File: src/rtl/core/mtd_pkg.sv
// Shared widths, constants and stage structs for the median threshold hit detector.
`timescale 1ns / 1ps

package mtd_pkg;

  localparam int POWER_W    = 32;                 // 16.16 unsigned power value
  localparam int FACTOR_W   = 10;                 // threshold factor register
  localparam int PROD_W     = POWER_W + FACTOR_W; // exact median * factor
  localparam int CNT_W      = 16;                 // per-channel hit counter
  localparam int CH_IDX_W   = 4;                  // channel index field
  localparam int OUT_DATA_W = 24;                 // result tdata, padded to bytes

  localparam logic [FACTOR_W-1:0] FACTOR_RESET = 10'd250;

  // Merge stage to hit stage
  typedef struct packed {
    logic [PROD_W-1:0]   thresh;
    logic [POWER_W-1:0]  peak;
    logic [CH_IDX_W-1:0] best;
    logic                lockout;
    logic                clear;
  } mtd_stage_t;

  // One result item
  typedef struct packed {
    logic                hit;
    logic [CH_IDX_W-1:0] hit_channel;
    logic [CNT_W-1:0]    channel_count;
    logic                hit_pending;
  } mtd_result_t;

endpackage

File: src/rtl/core/mtd_rank_lane.sv
// One ranking lane: stable rank of its own channel and first-strongest test.
`timescale 1ns / 1ps

module mtd_rank_lane import mtd_pkg::*; #(
  parameter int CHANNELS = 10,
  parameter int LANE     = 0,
  parameter int RANK     = 4
) (
  input  logic [POWER_W-1:0] power_i [CHANNELS],
  output logic               is_med_o,
  output logic               is_best_o
);

  localparam int RW = $clog2(CHANNELS);

  logic [RW-1:0] rank;

  // Stable rank: earlier equal values count as smaller.
  // Best: strictly above every earlier channel, not below any later one.
  always_comb begin
    rank      = '0;
    is_best_o = 1'b1;
    for (int j = 0; j < CHANNELS; j++) begin
      if (j < LANE) begin
        if (power_i[j] <= power_i[LANE]) rank = rank + RW'(1);
        if (power_i[j] >= power_i[LANE]) is_best_o = 1'b0;
      end else if (j > LANE) begin
        if (power_i[j] < power_i[LANE]) rank = rank + RW'(1);
        if (power_i[j] > power_i[LANE]) is_best_o = 1'b0;
      end
    end
    is_med_o = (rank == RW'(RANK));
  end

endmodule

File: src/rtl/core/mtd_merge.sv
// Merge stage: picks median and peak from the lane flags and forms the threshold.
`timescale 1ns / 1ps

module mtd_merge import mtd_pkg::*; #(
  parameter int CHANNELS = 10
) (
  input  logic                clk_i,
  input  logic                rst_ni,
  input  logic                in_valid_i,
  output logic                in_ready_o,
  input  logic [POWER_W-1:0]  power_i [CHANNELS],
  input  logic [CHANNELS-1:0] is_med_i,
  input  logic [CHANNELS-1:0] is_best_i,
  input  logic [FACTOR_W-1:0] factor_i,
  input  logic                lockout_i,
  input  logic                clear_i,
  output logic                out_valid_o,
  input  logic                out_ready_i,
  output mtd_stage_t          stage_o
);

  logic [POWER_W-1:0] med;
  mtd_stage_t         stage_d;
  mtd_stage_t         stage_q;
  logic               v_q;

  // One-hot select of median and peak, index encode of the best lane
  always_comb begin
    med          = '0;
    stage_d      = '0;
    for (int i = 0; i < CHANNELS; i++) begin
      if (is_med_i[i])  med = med | power_i[i];
      if (is_best_i[i]) begin
        stage_d.peak = stage_d.peak | power_i[i];
        stage_d.best = stage_d.best | CH_IDX_W'(i);
      end
    end
    stage_d.thresh  = PROD_W'(med) * PROD_W'(factor_i);
    stage_d.lockout = lockout_i;
    stage_d.clear   = clear_i;
  end

  assign in_ready_o = !v_q || out_ready_i;

  // Stage valid
  always_ff @(posedge clk_i or negedge rst_ni) begin
    if (!rst_ni) begin
      v_q <= 1'b0;
    end else if (in_ready_o) begin
      v_q <= in_valid_i;
    end
  end

  // Stage payload
  always_ff @(posedge clk_i) begin
    if (in_ready_o && in_valid_i) begin
      stage_q <= stage_d;
    end
  end

  assign out_valid_o = v_q;
  assign stage_o     = stage_q;

  a_med_onehot : assert property (@(posedge clk_i) disable iff (!rst_ni)
    in_valid_i |-> $onehot(is_med_i))
    else $error("median lane select not one-hot");

  a_best_onehot : assert property (@(posedge clk_i) disable iff (!rst_ni)
    in_valid_i |-> $onehot(is_best_i))
    else $error("best lane select not one-hot");

endmodule

File: src/rtl/core/mtd_hit_update.sv
// Hit decision, per-channel counters, sticky pending flag and result register.
`timescale 1ns / 1ps

module mtd_hit_update import mtd_pkg::*; #(
  parameter int CHANNELS = 10
) (
  input  logic        clk_i,
  input  logic        rst_ni,
  input  logic        in_valid_i,
  output logic        in_ready_o,
  input  mtd_stage_t  stage_i,
  output logic        out_valid_o,
  input  logic        out_ready_i,
  output mtd_result_t result_o
);

  localparam int IW = $clog2(CHANNELS);

  logic [CNT_W-1:0] cnt_q [CHANNELS];
  logic             pend_q;
  logic             pend_d;
  logic             out_valid_q;
  mtd_result_t      res_q;
  logic [IW-1:0]    sel;
  logic             hit_c;
  logic [CNT_W-1:0] cnt_new;
  logic             take;

  assign in_ready_o = !out_valid_q || out_ready_i;
  assign take       = in_valid_i && in_ready_o;
  assign sel        = stage_i.best[IW-1:0];

  // Threshold compare, counter increment, clear before set
  always_comb begin
    hit_c   = !stage_i.lockout && (PROD_W'(stage_i.peak) > stage_i.thresh);
    cnt_new = cnt_q[sel] + CNT_W'(hit_c);
    pend_d  = hit_c || (pend_q && !stage_i.clear);
  end

  // Control state and counters
  always_ff @(posedge clk_i or negedge rst_ni) begin
    if (!rst_ni) begin
      for (int i = 0; i < CHANNELS; i++) cnt_q[i] <= '0;
      pend_q      <= 1'b0;
      out_valid_q <= 1'b0;
    end else begin
      if (in_ready_o) out_valid_q <= in_valid_i;
      if (take) begin
        pend_q <= pend_d;
        if (hit_c) cnt_q[sel] <= cnt_new;
      end
    end
  end

  // Result register
  always_ff @(posedge clk_i) begin
    if (take) begin
      res_q.hit           <= hit_c;
      res_q.hit_channel   <= stage_i.best;
      res_q.channel_count <= cnt_new;
      res_q.hit_pending   <= pend_d;
    end
  end

  assign out_valid_o = out_valid_q;
  assign result_o    = res_q;

  a_lockout_no_hit : assert property (@(posedge clk_i) disable iff (!rst_ni)
    take && stage_i.lockout |=> !res_q.hit)
    else $error("hit reported during lockout");

  a_hit_sets_pend : assert property (@(posedge clk_i) disable iff (!rst_ni)
    take && hit_c |=> pend_q)
    else $error("pending flag not set by hit");

  a_hit_pending : assert property (@(posedge clk_i) disable iff (!rst_ni)
    out_valid_q && res_q.hit |-> res_q.hit_pending)
    else $error("hit result without pending flag");

endmodule

File: src/rtl/core/median_threshold_hit_detector_unit.sv
// Registered path from an input transfer to its result on the master side:
// rank lanes, merge and multiply, hit decision into the output register.
// Throughput: one item per cycle; each stage holds while the next is full.
// The rate is set by the combinational rank lanes and the one 32x10 multiplier.
// Reset (rst_ni low, asynchronous): counters and pending flag cleared,
// threshold factor set to 250, pipeline emptied.
`timescale 1ns / 1ps

module median_threshold_hit_detector_unit import mtd_pkg::*; #(
  parameter int CHANNELS    = 10,
  parameter int MEDIAN_RANK = 4
) (
  input  logic                        clk_i,
  input  logic                        rst_ni,
  // Configuration: threshold factor
  input  logic                        cfg_we_i,
  input  logic [FACTOR_W-1:0]         cfg_wdata_i,
  // Slave side
  input  logic                        s_axis_tvalid,
  output logic                        s_axis_tready,
  input  logic [CHANNELS*POWER_W-1:0] s_axis_tdata,  // power_0 .. power_(CHANNELS-1)
  input  logic [1:0]                  s_axis_tuser,  // lockout_active, clear_pending
  // Master side
  output logic                        m_axis_tvalid,
  input  logic                        m_axis_tready,
  output logic [OUT_DATA_W-1:0]       m_axis_tdata,  // hit_channel, channel_count, pad
  output logic [1:0]                  m_axis_tuser   // hit, hit_pending
);

  localparam int RANK_EFF = (MEDIAN_RANK >= CHANNELS) ? CHANNELS - 1 : MEDIAN_RANK;

  logic [FACTOR_W-1:0] factor_q;
  logic [POWER_W-1:0]  pow_in [CHANNELS];
  logic [POWER_W-1:0]  pow1_q [CHANNELS];
  logic [CHANNELS-1:0] med_vec;
  logic [CHANNELS-1:0] best_vec;
  logic [CHANNELS-1:0] med1_q;
  logic [CHANNELS-1:0] best1_q;
  logic                lock1_q;
  logic                clr1_q;
  logic                v1_q;
  logic                rdy1;
  logic                rdy2;
  logic                v2;
  logic                rdy3;
  mtd_stage_t          stage2;
  mtd_result_t         result;

  // Threshold factor register
  always_ff @(posedge clk_i or negedge rst_ni) begin
    if (!rst_ni) begin
      factor_q <= FACTOR_RESET;
    end else if (cfg_we_i) begin
      factor_q <= cfg_wdata_i;
    end
  end

  // Rank lanes, one per channel
  for (genvar g = 0; g < CHANNELS; g++) begin : g_lane
    assign pow_in[g] = s_axis_tdata[g*POWER_W +: POWER_W];

    mtd_rank_lane #(
      .CHANNELS (CHANNELS),
      .LANE     (g),
      .RANK     (RANK_EFF)
    ) u_lane (
      .power_i   (pow_in),
      .is_med_o  (med_vec[g]),
      .is_best_o (best_vec[g])
    );
  end

  // Lane stage registers
  assign rdy1          = !v1_q || rdy2;
  assign s_axis_tready = rdy1;

  always_ff @(posedge clk_i or negedge rst_ni) begin
    if (!rst_ni) begin
      v1_q <= 1'b0;
    end else if (rdy1) begin
      v1_q <= s_axis_tvalid;
    end
  end

  always_ff @(posedge clk_i) begin
    if (rdy1 && s_axis_tvalid) begin
      for (int i = 0; i < CHANNELS; i++) pow1_q[i] <= pow_in[i];
      med1_q  <= med_vec;
      best1_q <= best_vec;
      lock1_q <= s_axis_tuser[0];
      clr1_q  <= s_axis_tuser[1];
    end
  end

  // Merge lanes and form threshold
  mtd_merge #(
    .CHANNELS (CHANNELS)
  ) u_merge (
    .clk_i       (clk_i),
    .rst_ni      (rst_ni),
    .in_valid_i  (v1_q),
    .in_ready_o  (rdy2),
    .power_i     (pow1_q),
    .is_med_i    (med1_q),
    .is_best_i   (best1_q),
    .factor_i    (factor_q),
    .lockout_i   (lock1_q),
    .clear_i     (clr1_q),
    .out_valid_o (v2),
    .out_ready_i (rdy3),
    .stage_o     (stage2)
  );

  // Hit decision and result register
  mtd_hit_update #(
    .CHANNELS (CHANNELS)
  ) u_hit (
    .clk_i       (clk_i),
    .rst_ni      (rst_ni),
    .in_valid_i  (v2),
    .in_ready_o  (rdy3),
    .stage_i     (stage2),
    .out_valid_o (m_axis_tvalid),
    .out_ready_i (m_axis_tready),
    .result_o    (result)
  );

  assign m_axis_tdata = {{(OUT_DATA_W - CNT_W - CH_IDX_W){1'b0}},
                         result.channel_count, result.hit_channel};
  assign m_axis_tuser = {result.hit_pending, result.hit};

endmodule

File: config.mk
export PLATFORM = sky130hd
export DESIGN_NAME = median_threshold_hit_detector_unit
export DESIGN_NICKNAME = d
export VERILOG_FILES = /design/src/rtl/core/mtd_pkg.sv /design/src/rtl/core/mtd_rank_lane.sv /design/src/rtl/core/mtd_merge.sv /design/src/rtl/core/mtd_hit_update.sv /design/src/rtl/core/median_threshold_hit_detector_unit.sv
export SDC_FILE = /design/constraint.sdc
export NUM_CORES = 2
export LEC_CHECK = 0
export BUFFER_PORTS_ARGS = -buffer_cell sky130_fd_sc_hd__buf_2
export CAP_MARGIN = 30
export CORE_MARGIN = 2
export CORE_UTILIZATION = 30
export CTS_CLUSTER_SIZE = 24
export DETAILED_ROUTE_END_ITERATION = 6
export PLACE_DENSITY = 0.49
export REMOVE_ABC_BUFFERS = 1
export SYNTH_ARGS = -nofsm -noshare
export SYNTH_HDL_FRONTEND = slang
export SYNTH_SLANG_ARGS = --single-unit
File: constraint.sdc
create_clock -name clk_i -period 9.8 [get_ports clk_i]
set_input_delay 0.98 -clock clk_i [delete_from_list [all_inputs] [get_ports clk_i]]
set_output_delay 0.98 -clock clk_i [all_outputs]
set_load 0.005 [all_outputs]
; ---- Yosys cells after proc, flatten, opt, wreduce, memory -nomap -nowiden
; Cells that the tools add are included.
[word_totals]
ff_bits = 618
out_inout_bits = 28
elab_cells = 496
[op_classes]
n_addsub = 81
mul = 1
magnitude_cmp = 183
eq_ne = 10
n_mux = 126
bitwise = 19
n_reduce_logical = 27
[op_table]
columns = op, count
row1 = $ge 32x32->1, 45
row2 = $gt 32x32->1, 45
row3 = $le 32x32->1, 45
row4 = $lt 32x32->1, 45
row5 = $or 32x32->32, 18
row6 = $mux 36, 10
row7 = $mux 32, 10
row8 = $mux 4, 80
row9 = $add 4x1->4 const B, 70
row10 = $bwmux 160, 1
row11 = $reduce_or 8->1, 10
row12 = $bmux 16 s4, 1
row13 = $demux 16 s4, 1
row14 = $mux 16, 3
row15 = $gt 32x42->1, 1
row16 = $mul 32x10->42, 1
row17 = $eq 4x3->1 const B, 10
row18 = $add 1x1->2 const B, 10
row19 = $mux 1, 20
row20 = $add 16x1->16, 1
row21 = $logic_and 1x1->1, 6
row22 = $ge 5x5->1 const B, 1
row23 = $logic_not 1->1, 5
row24 = $lt 5x1->1 const B, 1
row25 = other kinds (4), 7

; ---- Longest topological paths before layout
[depth]
word_depth = 20
depth_mapped = 39
mapped_depth_nobuf = 39

; ---- Cells and area by module
; A second synthesis with hierarchy kept.
[unflattened]
hier_cells = 11458
area_unflattened_um2 = 107028.9
[modules_own_cells]
columns = module, instances, cells_each, area_each_um2, seq_area_each_um2
row1 = mtd_merge, 1, 1725, 15880.2, 2427.3
row2 = median_threshold_hit_detector_unit, 1, 372, 10766.6, 10552.6
row3 = mtd_hit_update, 1, 706, 9444.1, 4714.5
row4 = mtd_rank_lane (g_lane[1].u_lane), 1, 900, 7206.9, 0.0
row5 = mtd_rank_lane (g_lane[9].u_lane), 1, 858, 7184.4, 0.0
row6 = mtd_rank_lane (g_lane[7].u_lane), 1, 884, 7151.9, 0.0
row7 = mtd_rank_lane (g_lane[8].u_lane), 1, 865, 7119.3, 0.0
row8 = mtd_rank_lane (g_lane[5].u_lane), 1, 868, 7096.8, 0.0
row9 = mtd_rank_lane (g_lane[2].u_lane), 1, 856, 7075.5, 0.0
row10 = mtd_rank_lane (g_lane[6].u_lane), 1, 856, 7056.8, 0.0
row11 = mtd_rank_lane (g_lane[4].u_lane), 1, 848, 7026.7, 0.0
row12 = mtd_rank_lane (g_lane[3].u_lane), 1, 861, 7013.0, 0.0
row13 = mtd_rank_lane (g_lane[0].u_lane), 1, 859, 7006.7, 0.0

; ---- Worst setup path after synthesis
; Ideal clock, no wire load.
[synth_timing]
kind = input port to flip-flop
start = input port m_axis_tready
end = register best1_q[0] (enable)
arrival_ns = 8.942
slack_ns = 0.108
path_stages = 3
n_path_buf = 0
path_cell_list = nor2b_1 > nand3_1 > and2_1
[synth_via]
elab_chain_len = 4
[synth_lines]
columns = item, line_no
row1 = start: declaration, median_threshold_hit_detector_unit.sv:25  ; input logic m_axis_tready,
row2 = $logic_or 1x1->1, mtd_hit_update.sv:29  ; assign in_ready_o = !out_valid_q || out_ready_i;
row3 = $logic_or 1x1->1, mtd_merge.sv:43  ; assign in_ready_o = !v_q || out_ready_i;
row4 = $logic_or 1x1->1, median_threshold_hit_detector_unit.sv:74  ; assign rdy1 = !v1_q || rdy2;
row5 = named net s_axis_tready, median_threshold_hit_detector_unit.sv:20  ; output logic s_axis_tready,
row6 = $logic_and 1x1->1, median_threshold_hit_detector_unit.sv:86  ; if (rdy1 && s_axis_tvalid) begin
row7 = end signal: assignment, median_threshold_hit_detector_unit.sv:89  ; best1_q <= best_vec;
row8 = end: declaration, median_threshold_hit_detector_unit.sv:38  ; logic [CHANNELS-1:0] best1_q;
; The timed path passes the listed nets, and every way through them passes these cells.
; A chain may end at the register's enable or synchronous reset.

==> flow_summary.toml <==
[status]
status = "finished clean"

[synth]
synth.most_common_cell = "ha_1"
syn_area_mm2 = 0.0742
synthCells = 7558
ys_warn_count = 0
yosys.area.top_type = "ha_1"
synth_area_leaders = "ha_1 28%, edfxtp_1 18%, fa_1 6.4%"
yosysSeqAreaShare = 0.239
async_flop_share = 0.282
avgSynthCellArea_um2 = 9.81
ys_types = 125
synth_top_area_frac = 0.275
synth_edf_count = 444
ys_ff_latch = 618
synth_ff_type = "edfxtp_1"
ys_top_cells_by_count = "1631 x ha_1, 663 x inv_1, 512 x a21oi_1"

[route]
met2_length_um = 158000
top_layer_used = "met5"
avgRoutedWirePerCell_um = 31.8
route.met3.wl_um = 27700
drc_errors = 0
via_count = 67500
dr.pass1.iters = 6
first_iter_violations = 7620
routed_wl_um = 362000
met1_length_um = 149000
drtAntennaViolNets = 0
avgViaCountPerCell = 5.93

[placement]
hpwl_um = 298000
port_buffers = 360
place.gp.congestion = 1.03
place_area_mm2 = 0.0812

[cells_and_area]
multi_input_area_mm2 = 0.0533
syn2layout_area_growth_pct = 13.2
layout-drive-gt1-share = 0.130
ff_latch_area_mm2 = 0.0177
fill_cells = 24900
design_area_mm2 = 0.0840
nets = 10300

[grt]
antenna_found_initial = 54
grt_pass1_vias = 65900
grt_use_total = 0.280
grt.overflow.total = 0
grt_pass1_wl_um = 499000
grt_max_degree = 174

[die]
ios = 365
start_util = 0.302
fp.coreArea_mm2 = 0.246
die_w_um = 501
num_rows = 182
die_h_um = 501
dieArea_mm2 = 0.251

[cts]
htreeDepth = 3
holdBufCountCts = 0
cts_resized = 0
clockRootBuffer = "clkbuf_16"
cts_buffers = 76
clock_latency_ns = 0.74
numClockSinks = 618
post_cts_buffers = 0
clk_path_buf_depth = 3
cts_tree = "yes"
clk_pin_slew_ns = 0.06

[sta]
relSlewSlack = 0.169
setup_tns_ns = 0
timing.final.crit_share = 0.907
layout_min_cycle_time_ns = 8.89
rsz0062_at_grt = "no"
skew_ns = 0.0680
final-hold-violation-count = 0
fmax_mhz = 113
slew_viol_final = 0
setup_viol = 0
tightest_slew_ns = 1.25

[power_and_ir_drop]
p_per_area_mw_per_mm2 = 432
power.leakage_nw = 39.2
ir_drop_v = 0.000825

[flow_run]
drv_cap = 0

[setup_path]
critPathArrivalTime_ns = 9.36
crit_fanout = 14
critPathTopFamily = "compound AO/OA/AOI/OAI gates"
crit_slowest_cell = "edfxtp_1"
startpoint = "med1_q[8]"
path_class = "flop to flop"
start_kind = "flop"
path_buf_inv = 3
timing.rr.start = "med1_q[8]"
required_ns = 10.27
max_stage_delay_ns = 0.66
cp-end-kind = "flop"
cp_common_cell = "fa_1"

[min_path]
hold_class = "input port to asynchronous set/reset pin"
[flip-flops by register name (all words and copies together), names as in the netlist]
signal,count
u_merge.out_valid_o,1
u_merge.stage_o,80
pow1_q,320
med1_q,10
v1_q,1
factor_q,10
lock1_q,1
u_hit.pend_q,1
best1_q,10
clr1_q,1
u_hit.out_valid_o,1
u_hit.result_o,22
u_hit.cnt_q,160
[per-layer routing]
metal  vias to the layer above  global-route usage
met5                         -                   0
met4                        10               0.185
met3                       713              0.0418
met2                      3391               0.431
met1                     33700               0.364
li1                      29700                   -
[where the power goes]
| part | switching (W) | internal, W | total, W |
|---|---|---|---|
| clock network | 0.00135 | 0.00168 | 0.00302 |
| logic | 0.0161 | 0.0123 | 0.0284 |
| registers | 0.000283 | 0.00453 | 0.00482 |
[final timing paths]
| check | slack (ns) | endpoint | cells after the start |
|---|---|---|---|
| worst min-delay path | 0.17 | u_hit.cnt_q[117] | 1 |
| worst min register to register | 0.42 | u_merge.stage_o[1] | 0 |
| worst max-delay path | 0.91 | u_merge.stage_o[79] | 25 |
| max in group asynchronous | 7.90 | factor_q[2] | 4 |
| worst max register to register | 0.91 | u_merge.stage_o[79] | 25 |
| min in group clk_i | 0.41 | clr1_q | 1 |
[metrics by stage]
step           power, W  setup WS [ns]  utilization  cells  hold WS [ns]
2_1_floorplan    0.0264          0.108            -   7385         0.400
3_3_place_gp     0.0328          0.445        0.329  11200         0.407
3_5_place_dp     0.0332          0.568        0.330  11200         0.407
4_1_cts          0.0364          0.896        0.341  11300         0.129
5_1_grt          0.0401          0.585        0.341  11400         0.186
6_report         0.0363          0.912        0.341  11400         0.172
[layout by cell type, fill, tap and decap left out, drive strengths merged, types with 76 or more instances in the layout]
cell type,instances
buf,595
nand3,132
o21ai,277
a22o,76
and2,135
edfxtp,444
dfrtp,168
nand2,512
nor2b,138
a21oi,515
ha,1631
fa,238
a21o,237
inv,675
a221oi,102
a22oi,202
clkbuf,94
nor3,113
xnor2,125
nand4,386
mux2,193
nor2,207
[kinds of logic after synthesis]
kind of cell             synth area share
multiplexers                       0.0413
XOR/XNOR                           0.0307
adder cells (fa/ha/maj)             0.339
AND/OR/NAND/NOR                     0.140
other                           0.0000506
buffers and inverters              0.0433
flip-flops                          0.239
AO/OA/AOI/OAI                       0.167
[layout make-up]
| type | count | share of cell area |
|---|---|---|
| Antenna cell | 30 | 0.000894 |
| Clock buffer | 93 | 0.0242 |
| Clock inverter | 47 | 0.00700 |
| Inverter | 669 | 0.0299 |
| Multi-Input combinational cell | 6098 | 0.635 |
| Sequential cell | 618 | 0.211 |
| Tap cell | 3220 | 0.0480 |
| Timing Repair Buffer | 596 | 0.0445 |
Power figures use the tool's default switching activity.
